## src/hw/rtl/fern_pkg.sv

```systemverilog
// ----------------------------------------------------------------------------
// fern_pkg
// Types, coefficients and helper functions shared by the fern IFS point
// generator and its datapath units.
// ----------------------------------------------------------------------------
package fern_pkg;

    localparam int STATE_W   = 24;
    localparam int COEF_W    = 17;
    localparam int COEF_FRAC = 16;
    localparam int OUT_FRAC  = 14;
    localparam int OUT_W     = 16;
    localparam int RED_W     = 15;
    localparam int ADD_W     = 34;
    localparam int PROD_W    = STATE_W + COEF_W;
    localparam int SUM_W     = PROD_W + 1;
    localparam int PROJ_W    = 40;

    // Map coefficients, signed with 16 fraction bits.
    localparam logic signed [COEF_W-1:0] K_0_16 = 17'sd10486;
    localparam logic signed [COEF_W-1:0] K_0_20 = 17'sd13107;
    localparam logic signed [COEF_W-1:0] K_0_26 = 17'sd17039;
    localparam logic signed [COEF_W-1:0] K_0_23 = 17'sd15073;
    localparam logic signed [COEF_W-1:0] K_0_22 = 17'sd14418;
    localparam logic signed [COEF_W-1:0] K_0_15 = 17'sd9830;
    localparam logic signed [COEF_W-1:0] K_0_28 = 17'sd18350;
    localparam logic signed [COEF_W-1:0] K_0_24 = 17'sd15729;
    localparam logic signed [COEF_W-1:0] K_0_85 = 17'sd55706;
    localparam logic signed [COEF_W-1:0] K_0_04 = 17'sd2621;

    // Projection constants.
    localparam logic signed [PROJ_W-1:0] K_SCALE = 40'sd11141;
    localparam logic signed [PROJ_W-1:0] K_RED   = 40'sd8913;
    localparam logic signed [PROJ_W-1:0] OFF_X   = 40'sd3277;
    localparam logic signed [PROJ_W-1:0] OFF_Y   = 40'sd13107;

    // Additive constants with 32 fraction bits.
    localparam logic signed [63:0] C32_1_60 = 64'sd6871947674;
    localparam logic signed [63:0] C32_0_44 = 64'sd1889785610;

    // Additive constant selection.
    localparam logic [1:0] ADD_NONE = 2'd0;
    localparam logic [1:0] ADD_1_60 = 2'd1;
    localparam logic [1:0] ADD_0_44 = 2'd2;

    typedef struct packed {
        logic [6:0] draw;
        logic       start_new;
    } in_item_t;

    typedef struct packed {
        logic signed [OUT_W-1:0] point_x;
        logic signed [OUT_W-1:0] point_y;
        logic [RED_W-1:0]        red_level;
    } out_item_t;

    typedef struct packed {
        logic signed [COEF_W-1:0] ax;
        logic signed [COEF_W-1:0] bx;
        logic signed [COEF_W-1:0] ay;
        logic signed [COEF_W-1:0] by;
        logic [1:0]               add_sel;
    } map_coef_t;

    function automatic map_coef_t map_select(input logic [6:0] draw);
        map_coef_t c;
        priority if (draw <= 7'd1)
        begin
            c = '{ax: '0, bx: '0, ay: '0, by: K_0_16, add_sel: ADD_NONE};
        end
        else if (draw <= 7'd8)
        begin
            c = '{ax: K_0_20, bx: -K_0_26, ay: K_0_23, by: K_0_22, add_sel: ADD_1_60};
        end
        else if (draw <= 7'd15)
        begin
            c = '{ax: -K_0_15, bx: K_0_28, ay: K_0_26, by: K_0_24, add_sel: ADD_0_44};
        end
        else
        begin
            c = '{ax: K_0_85, bx: K_0_04, ay: -K_0_04, by: K_0_85, add_sel: ADD_1_60};
        end
        return c;
    endfunction

    function automatic logic signed [STATE_W-1:0] sat_state(input logic signed [SUM_W-1:0] v);
        logic signed [STATE_W-1:0] r;
        if (v > 42'sd8388607)
        begin
            r = 24'sh7FFFFF;
        end
        else if (v < -42'sd8388608)
        begin
            r = 24'sh800000;
        end
        else
        begin
            r = v[STATE_W-1:0];
        end
        return r;
    endfunction

    function automatic logic signed [OUT_W-1:0] sat_out(input logic signed [PROJ_W-1:0] v);
        logic signed [OUT_W-1:0] r;
        if (v > 40'sd32767)
        begin
            r = 16'sh7FFF;
        end
        else if (v < -40'sd32768)
        begin
            r = 16'sh8000;
        end
        else
        begin
            r = v[OUT_W-1:0];
        end
        return r;
    endfunction

    function automatic logic [RED_W-1:0] clamp_red(input logic signed [PROJ_W-1:0] v);
        logic [RED_W-1:0] r;
        if (v > 40'sd32767)
        begin
            r = 15'h7FFF;
        end
        else if (v < 40'sd0)
        begin
            r = '0;
        end
        else
        begin
            r = v[RED_W-1:0];
        end
        return r;
    endfunction

endpackage

```

## src/hw/rtl/fern_ifs_point_generator_core.sv

```systemverilog
// ----------------------------------------------------------------------------
// fern_ifs_point_generator_core
// Barnsley fern point generator: emits the projected current point and moves
// it by the affine map that the draw selects.
//
//   channel  | valid         | stall         | payload
//   ---------+---------------+---------------+-------------------------------
//   input    | item_valid    | item_stall    | item   (draw, start_new)
//   output   | result_valid  | result_stall  | result (point_x, point_y, red)
//
// One item per cycle sustained while result_stall is low. An item passes the
// input register and then the result register before result_valid rises.
// An input register feeds one combinational pass (map and projection
// multiply-adds) that loads the result register and the point state in the
// same cycle. Reset clears the point to the origin and empties both
// registers. A stalled output holds the result and the input register; the
// input side stalls only while its register is also full.
// ----------------------------------------------------------------------------
module fern_ifs_point_generator_core #(
    parameter int STATE_FRAC_BITS = 18
) (
    input  logic                clk,
    input  logic                rst_n,
    input  logic                item_valid,
    output logic                item_stall,
    input  fern_pkg::in_item_t  item,
    output logic                result_valid,
    input  logic                result_stall,
    output fern_pkg::out_item_t result
);

    logic                                  in_valid_reg, in_valid_next;
    fern_pkg::in_item_t                    in_item_reg;
    logic                                  out_valid_reg, out_valid_next;
    fern_pkg::out_item_t                   out_item_reg;
    logic signed [fern_pkg::STATE_W-1:0]   cur_x_reg, cur_y_reg;
    logic signed [fern_pkg::STATE_W-1:0]   cur_x_next, cur_y_next;
    logic signed [fern_pkg::STATE_W-1:0]   eff_x, eff_y;
    fern_pkg::out_item_t                   proj;
    logic                                  take, advance;

    assign advance    = in_valid_reg && (!out_valid_reg || !result_stall);
    assign item_stall = in_valid_reg && !advance;
    assign take       = item_valid && !item_stall;

    assign in_valid_next  = take || (in_valid_reg && !advance);
    assign out_valid_next = advance || (out_valid_reg && result_stall);

    // A restart clears the point before it is emitted.
    assign eff_x = in_item_reg.start_new ? '0 : cur_x_reg;
    assign eff_y = in_item_reg.start_new ? '0 : cur_y_reg;

    fern_proj_unit #(
        .STATE_FRAC_BITS (STATE_FRAC_BITS)
    ) u_proj (
        .x    (eff_x),
        .y    (eff_y),
        .proj (proj)
    );

    fern_map_unit #(
        .STATE_FRAC_BITS (STATE_FRAC_BITS)
    ) u_map (
        .draw   (in_item_reg.draw),
        .x      (eff_x),
        .y      (eff_y),
        .next_x (cur_x_next),
        .next_y (cur_y_next)
    );

    always_ff @(posedge clk or negedge rst_n)
    begin
        if (!rst_n)
        begin
            in_valid_reg  <= 1'b0;
            out_valid_reg <= 1'b0;
            cur_x_reg     <= '0;
            cur_y_reg     <= '0;
        end
        else
        begin
            in_valid_reg  <= in_valid_next;
            out_valid_reg <= out_valid_next;
            if (advance)
            begin
                cur_x_reg <= cur_x_next;
                cur_y_reg <= cur_y_next;
            end
        end
    end

    always_ff @(posedge clk)
    begin
        if (take)
        begin
            in_item_reg <= item;
        end
        if (advance)
        begin
            out_item_reg <= proj;
        end
    end

    assign result_valid = out_valid_reg;
    assign result       = out_item_reg;

endmodule

```

## src/hw/rtl/fern_map_unit.sv

```systemverilog
// ----------------------------------------------------------------------------
// fern_map_unit
// Applies one of the four affine maps, chosen by the draw, to the current
// point and returns the saturated next point.
// ----------------------------------------------------------------------------
module fern_map_unit #(
    parameter int STATE_FRAC_BITS = 18
) (
    input  logic [6:0]                           draw,
    input  logic signed [fern_pkg::STATE_W-1:0]  x,
    input  logic signed [fern_pkg::STATE_W-1:0]  y,
    output logic signed [fern_pkg::STATE_W-1:0]  next_x,
    output logic signed [fern_pkg::STATE_W-1:0]  next_y
);

    localparam int AW = fern_pkg::ADD_W;
    localparam int PW = fern_pkg::PROD_W;
    localparam int SW = fern_pkg::SUM_W;
    localparam int SH = 32 - STATE_FRAC_BITS;
    localparam logic signed [63:0] CBIAS = 64'sd1 <<< (SH - 1);
    localparam logic signed [AW-1:0] ADD_160 = AW'((fern_pkg::C32_1_60 + CBIAS) >>> SH);
    localparam logic signed [AW-1:0] ADD_044 = AW'((fern_pkg::C32_0_44 + CBIAS) >>> SH);
    localparam logic signed [SW-1:0] RBIAS = SW'(64'sd1 <<< (fern_pkg::COEF_FRAC - 1));

    fern_pkg::map_coef_t  coef;
    logic signed [AW-1:0] add_y;
    logic signed [PW-1:0] pax, pbx, pay, pby;
    logic signed [SW-1:0] sum_x, sum_y, rnd_x, rnd_y;

    assign coef = fern_pkg::map_select(draw);

    always_comb
    begin
        unique case (coef.add_sel)
            fern_pkg::ADD_1_60: add_y = ADD_160;
            fern_pkg::ADD_0_44: add_y = ADD_044;
            default:            add_y = '0;
        endcase
    end

    assign pax = PW'(x) * PW'(coef.ax);
    assign pbx = PW'(y) * PW'(coef.bx);
    assign pay = PW'(x) * PW'(coef.ay);
    assign pby = PW'(y) * PW'(coef.by);

    assign sum_x = SW'(pax) + SW'(pbx);
    assign sum_y = SW'(pay) + SW'(pby);

    // Round half up to the state's fraction bits.
    assign rnd_x = (sum_x + RBIAS) >>> fern_pkg::COEF_FRAC;
    assign rnd_y = ((sum_y + RBIAS) >>> fern_pkg::COEF_FRAC) + SW'(add_y);

    assign next_x = fern_pkg::sat_state(rnd_x);
    assign next_y = fern_pkg::sat_state(rnd_y);

endmodule

```

## src/hw/rtl/fern_proj_unit.sv

```systemverilog
// ----------------------------------------------------------------------------
// fern_proj_unit
// Projects the current point to screen coordinates and a red level.
// ----------------------------------------------------------------------------
module fern_proj_unit #(
    parameter int STATE_FRAC_BITS = 18
) (
    input  logic signed [fern_pkg::STATE_W-1:0] x,
    input  logic signed [fern_pkg::STATE_W-1:0] y,
    output fern_pkg::out_item_t                 proj
);

    localparam int QW  = fern_pkg::PROJ_W;
    localparam int OSH = STATE_FRAC_BITS + fern_pkg::COEF_FRAC - fern_pkg::OUT_FRAC;
    localparam logic signed [QW-1:0] OBIAS = QW'(64'sd1 <<< (OSH - 1));

    logic signed [QW-1:0] px, py, pr;
    logic signed [QW-1:0] rx, ry, rr;

    assign px = QW'(x) * fern_pkg::K_SCALE;
    assign py = QW'(y) * fern_pkg::K_SCALE;
    assign pr = QW'(y) * fern_pkg::K_RED;

    assign rx = ((px + OBIAS) >>> OSH) - fern_pkg::OFF_X;
    assign ry = ((py + OBIAS) >>> OSH) - fern_pkg::OFF_Y;
    assign rr = (pr + OBIAS) >>> OSH;

    assign proj.point_x   = fern_pkg::sat_out(rx);
    assign proj.point_y   = fern_pkg::sat_out(ry);
    assign proj.red_level = fern_pkg::clamp_red(rr);

endmodule
```

## config.mk

```make
export PLATFORM = sky130hd
export DESIGN_NAME = fern_ifs_point_generator_core
export DESIGN_NICKNAME = d
export VERILOG_FILES = /design/src/hw/rtl/fern_pkg.sv /design/src/hw/rtl/fern_ifs_point_generator_core.sv /design/src/hw/rtl/fern_map_unit.sv /design/src/hw/rtl/fern_proj_unit.sv
export SDC_FILE = /design/constraint.sdc
export NUM_CORES = 2
export LEC_CHECK = 0
export ABC_AREA = 1
export BUFFER_PORTS_ARGS = -buffer_cell sky130_fd_sc_hd__buf_2
export CORE_UTILIZATION = 44
export DETAILED_ROUTE_END_ITERATION = 12
export PLACE_DENSITY_LB_ADDON = 0.2
export SLEW_MARGIN = 20
export SYNTH_ARGS = -nofsm -noshare
export SYNTH_HDL_FRONTEND = slang
export SYNTH_SLANG_ARGS = --single-unit
```

## constraint.sdc

```tcl
create_clock -name clk -period 18.4 [get_ports clk]
set_input_delay 0.92 -clock clk [delete_from_list [all_inputs] [get_ports clk]]
set_output_delay 0.92 -clock clk [all_outputs]
set_load 0.05 [all_outputs]
```

======== Yosys cells after proc, flatten, opt, wreduce, memory -nomap -nowiden ========
Cells that the tools add are included.
cells by class
  mux-type cells .......................... 13
  order comparisons ....................... 13
  reductions and logical operators ........ 11
  equality and inequality tests ........... 2
  add/sub/neg operators ................... 10
  $mul .................................... 7
operators by type and width
  kind                                                                               number
  70-bit two-way mux                                                                 3
  24-bit by 17-bit multiplier with 41-bit output                                     4
  24-bit two-way mux                                                                 6
  39-bit by 21-bit adder with 40-bit output, second input constant                   3
  24-bit by 15-bit multiplier with 39-bit output, second input constant              3
  41-bit by 41-bit adder with 42-bit output                                          2
  42-bit by 17-bit adder with 42-bit output, second input constant                   2
  40-bit by 16-bit greater-than comparator with 1-bit output, second input constant  2
  40-bit by 16-bit < comparator with 1-bit output, second input constant             2
  42-bit by 24-bit greater-than comparator with 1-bit output, second input constant  1
  42-bit by 24-bit < comparator with 1-bit output, second input constant             1
  19-bit case mux with 2 select lines                                                1
  16-bit two-way mux                                                                 2
  26-bit by 20-bit adder with 27-bit output                                          1
  26-bit by 24-bit greater-than comparator with 1-bit output, second input constant  1
  26-bit by 24-bit < comparator with 1-bit output, second input constant             1
  20-bit by 13-bit subtractor with 21-bit output, second input constant              1
  20-bit by 15-bit subtractor with 21-bit output, second input constant              1
  20-bit by 16-bit greater-than comparator with 1-bit output, second input constant  1
  20-bit by 1-bit < comparator with 1-bit output, second input constant              1
  15-bit two-way mux                                                                 1
  7-bit by 4-bit <= comparator with 1-bit output, second input constant              2
  7-bit by 1-bit <= comparator with 1-bit output, second input constant              1
  1-bit logical AND                                                                  4
  other kinds (4)                                                                    9
storage, ports and cells
  register bits after elaboration ......... 105
  bits of input ports ..................... 12
  output and inout port bits .............. 49
  logic and storage cells ................. 65

======== Longest topological paths before layout ========
  depth in word-level cells ............... 11
  depth in mapped cells ................... 55
  gate-level depth less buffers ........... 53

======== Hierarchy ========
A second synthesis with hierarchy kept.
unflattened totals
  cells, all modules ...................... 8975
  area total of the unflattened synthesis .. 78711.7 um^2
by module, submodules not included
  module                         area an instance (um^2)  cells each  times used
  fern_map_unit                  53432.5                  5700        1
  fern_proj_unit                 21244.1                  2899        1
  fern_ifs_point_generator_core  4035.1                   376         1

======== Worst setup path before layout ========
OpenSTA, ideal clock, no wires.
  path type ............................... register to register
  from .................................... reg in_item_reg[0] (netlist name)
  to ...................................... reg cur_y_reg[14] (netlist name)
  data arrival time ....................... 9.820 ns
  path slack .............................. 8.461 ns
  stages on the path, launching flop included .. 46
  buffers on the path ..................... 1
  clock period less this slack ............ 9.939 ns
  path through ............................ edfxtp_1 > nor2_2 > inv_1 > nor2_2 > inv_1 > nor2_1 > inv_1 > ha_1 > inv_1 > fa_1 > inv_1 > fa_1 > inv_1 > fa_1 > inv_1 > fa_1 > fa_1 > fa_1 > [10 not listed] > inv_1 > ha_1 > nand2_1 > inv_1 > nand4_1 > nor2_1 > nor2_1 > nand2_2 > nand2_2 > nand2_4 > nand3_4 > nand2_1 > nand3_2 > nand2_4 > buf_6 > nand2_1 > nand2_1 > nand2_1
on the way
  word-level cells in the longest chain between the ends .. 8
  elaborated cells between the ends (all ways) .. 11
RTL lines
  element                                                            line                                                                      text
  from (decl)                                                        fern_ifs_point_generator_core.sv:33                                       fern_pkg::in_item_t in_item_reg;
  from (signal assigned)                                             fern_ifs_point_generator_core.sv:96                                       in_item_reg <= item;
  24-bit two-way mux (on tied branches)                              fern_ifs_point_generator_core.sv:50, fern_ifs_point_generator_core.sv:51
  24-bit by 17-bit multiplier with 41-bit output (on tied branches)  fern_map_unit.sv:43, fern_map_unit.sv:44
  41-bit by 41-bit adder with 42-bit output *                        fern_map_unit.sv:47                                                       assign sum_y = SW'(pay) + SW'(pby);
  42-bit by 17-bit adder with 42-bit output *                        fern_map_unit.sv:51                                                       assign rnd_y = ((sum_y + RBIAS) >>> fern_pkg::COEF_FRAC) + SW'(add_y);
  26-bit by 20-bit adder with 27-bit output *                        fern_map_unit.sv:51
  42-bit by 24-bit < comparator with 1-bit output                    fern_pkg.sv:92                                                            else if (v < -42'sd8388608)
  24-bit two-way mux                                                 fern_pkg.sv:92
  24-bit two-way mux *                                               fern_pkg.sv:88                                                            if (v > 42'sd8388607)
  to (signal assigned)                                               fern_ifs_point_generator_core.sv:87                                       cur_y_reg <= cur_y_next;
  to (decl)                                                          fern_ifs_point_generator_core.sv:36                                       logic signed [fern_pkg::STATE_W-1:0] cur_x_reg, cur_y_reg;
Mark *: on every way between the ends. The rest lies on a longest branch, timed or not.
A chain may end at the register's enable or synchronous reset.

======== Worst setup path in the final report ========
  from .................................... reg in_item_reg[0] (netlist name)
  to ...................................... reg cur_y_reg[9] (netlist name)
Same word-level chain as after synthesis.

==> results.txt <==
* Run status: complete, no violations
* Clk_lat worst skew: 0.49 ns
* Total negative slack for setup checks: 0 ns
* Fraction of final layout cells with drive strength greater than 1: 4.263%
- In this run the critical register-to-register path is captured at cur_y_reg[9].
- Estimated wirelength of the detail-placed design: 243400 um
* Area contributors post-synth: sky130_fd_sc_hd__fa_1 51%, sky130_fd_sc_hd__ha_1 16%, sky130_fd_sc_hd__inv_1 13%, sky130_fd_sc_hd__nand2_1 4.3%, sky130_fd_sc_hd__nor2_1 3.6%
* Average cell area after synthesis: between 9 and 10 sq um
- Growth of design area from synthesis to finish: 5.033%
- Total wire length after detailed routing: around 270000 um
- Portion of synthesized cell area occupied by the leading cell type: 50.56%
- The slowest stage of the critical path is the sky130_fd_sc_hd__nor2_1 cell.
* Path class of the lowest-slack min-delay path: register to register
- The final count of pins violating max slew was 0.
- Clock buffer depth: 2
- After detailed routing, the average wire length per cell comes to 25.59 um.
- The most numerous cell type found on the critical path is sky130_fd_sc_hd__nand2_1.
* Number of warnings issued by yosys: 0
- Die area: around 170000 sq um
- Global routing consumed, over all layers together, 32.62% of the routing resources.
- Number of fill cells in the layout: 16850
* Worst setup path startpoint: in_item_reg[0]
- For this run, the top clock speed supported by timing is between 70 and 80 MHz.
- Cell at the root of the clock tree: sky130_fd_sc_hd__clkbuf_16
* FF-to-FF Start: in_item_reg[0]
- Routability congestion estimate: approximately 1.0
- Data arrives at the worst endpoint at ~13 ns.
- In the routed layout, each cell is associated on average with a via count of 5.170.
- In the post-synthesis netlist, the cell with the most instances is sky130_fd_sc_hd__inv_1.
* Horizontal die dimension: 417.9 um
* Highest fanout seen on the critical path: 36
- Pin count of the biggest net entering global routing: 69
- Starting utilization of the core area: between 40% and 50%
- Ys async rst share: 47.62%
* RSZ-0062 raised after global routing: no
- After layout, the worst setup slack is 5.722 ns.
- Critical path start-end classification: register to register
* Setup bufs post-CTS: 0
- Cell row count: 152
- Across the run, the number of max-cap violations was 0.
* Post-CTS Hold Buffers: 0
- Via count of the first global-routing pass: 60680
- Final Hold Vio Count: 0
- Cts bufs inserted: 9
* Reg2reg path depth: 49
- The most used flip-flop cell after synthesis is sky130_fd_sc_hd__edfxtp_1.
- Cell type with the largest total area after synthesis: sky130_fd_sc_hd__fa_1
* Least-Margin Pin Slew: about 1.2 ns
- At the end of the flow, the number of nets in the layout was 11220.
- Register-to-Register Setup Slack: ~5.7 ns
* Num Clock Sinks: 105
- Seq/Total Area, Yosys: 3.815%
* Drt pass-1 iters: 6
- Worst slack at placement: 6.081 ns
- Area of the mapped netlist: 76090 sq um
- The worst setup path is captured at a register.
- Flop and latch count out of synthesis: 105
* Remaining design rule violation count: 0
- The register with the most flip-flops in the layout has 47 of them.
- Max-slew headroom at the worst pin: 18.73%
- Number of I/O port buffers: 60
* Post-synth EDFFs: 55
- TritonCTS clock tree: built
* Final min period: 12.68 ns
- Core occupancy in the finished layout: roughly 47%
- The number of gates resized after CTS was 0.
* Crit path launch type: register
- Among cell families on the critical path, the largest total delay comes from simple AND/OR/NAND/NOR gates.
* I/O pin count: 61
- Final clock skew: 0.02510 ns
- The final critical path takes up 68.90% of the cycle.
- The first routing iteration left 4334 violations.
* Count of endpoints failing setup in the final report: 0
* Total via count in the routed design: 55130
* Crit-path max cell delay: between 1 and 1.5 ns
* Antenna violations before repair: 5
* Area of the core: 171700 sq um
- Nets in the synthesized netlist: 11170
- Die Span Y: 417.9 um
- The number of buffers and inverters on the critical path is 9.
- After synthesis, the most frequently instantiated cells are 2554 x sky130_fd_sc_hd__inv_1, 1922 x sky130_fd_sc_hd__fa_1, 944 x sky130_fd_sc_hd__ha_1.
* Residual overflow from global routing: 0
* Count of cell types in the netlist: 65
- STA puts the critical path data required time at 18.77 ns.
- Cells after Synth: between 8000 and 9000
* Clock-pin slew reported for the worst setup and hold paths after clock tree synthesis: between 0.1 and 0.15 ns
* Critical path capture point: cur_y_reg[9]
- Once detail routing completed, the nets flagged for antenna violations numbered 0.
- In this run the number of H-tree levels came out at 3.
- Counting buffers and inverters, the worst setup path is 49 cells deep.
- The first global-routing pass estimated 408300 um of wire.
-- layer usage --
layer  part of all wire [%]  GRT usage [%]  up-vias  wire (um)
li1                       -              -    24210          -
met1                     42          44.59    28500     115500
met2                     46          52.10     1958     125900
met3                    7.1          5.603      445      19380
met4                    4.4          11.82        8      12040
met5                  0.019              0        -         51
-- layout make-up --
cell class	count	area [sq um]	share of cell area (%)
diodes	2	5.005	0.006262
clock buffers	9	225.2	0.2818
clock inverters	7	83.83	0.1049
inverters	2572	9657	12.08
multi-input cells	5487	63030	78.86
flip-flops and latches	105	2903	3.632
well taps	2310	2890	3.616
repair buffers	171	1134	1.418
-- cells in the final DEF (no fill, tap or decap), drive strengths merged, types with 31 or more instances in the layout --
| cell type | count |
|---|---|
| a21oi | 240 |
| a31oi | 31 |
| buf | 171 |
| dfrtp | 50 |
| edfxtp | 55 |
| fa | 1922 |
| ha | 944 |
| inv | 2569 |
| nand2 | 934 |
| nand3 | 138 |
| nand4 | 33 |
| nor2 | 765 |
| o21ai | 132 |
| xnor2 | 60 |
| xor2 | 122 |
-- metrics by stage --
| step | hold slack, ns | instances | area, sq um |
|---|---|---|---|
| floorplan | 0.4488 | 8290 | 76090 |
| global placement | 0.4682 | 10650 | 79590 |
| detailed placement | 0.4651 | 10650 | 79600 |
| CTS | 0.4882 | 10660 | 79910 |
| global route | 0.5095 | 10660 | 79920 |
| finish | 0.4837 | 10660 | 79920 |
-- worst reg2reg max path, delay by kind of cell, from the launching register on --
kind | cells | cell delay, ns
AND/OR/NAND/NOR | 25 | 5.31
adder cells (fa/ha/maj) | 10 | 4.51
buffers and inverters | 9 | 1.35
AO/OA/AOI/OAI | 4 | 0.72
XOR/XNOR | 1 | 0.17
flip-flops | 1 | 0.50
-- kinds of logic (layout without fill, tap and decap cells) --
| family | Yosys count | after routing | synth area share, % |
|---|---|---|---|
| AO/OA/AOI/OAI | 505 | 505 | 3.811 |
| flip-flops | 105 | 105 | 3.815 |
| buffers and inverters | 2698 | 2759 | 13.43 |
| AND/OR/NAND/NOR | 1933 | 1933 | 10.68 |
| adder cells (fa/ha/maj) | 2866 | 2866 | 66.09 |
| other | 0 | 2 | 0 |
| XOR/XNOR | 183 | 183 | 2.175 |
-- how the worst min path moves through the flow --
| stage | start | end | cells after the start |
|---|---|---|---|
| 2_1_floorplan | cur_y_reg[0] | cur_y_reg[0] | 2 |
| 3_3_place_gp | cur_y_reg[18] | cur_y_reg[18] | 2 |
| 3_5_place_dp | cur_y_reg[17] | cur_y_reg[17] | 2 |
| 4_1_cts | cur_y_reg[17] | cur_y_reg[17] | 2 |
| 5_1_grt | cur_y_reg[8] | cur_y_reg[8] | 2 |
| 6_report | cur_y_reg[17] | cur_y_reg[17] | 2 |
Power is not shown: default switching activity piles up to over one toggle a cycle in this logic, so the estimate is an artifact.
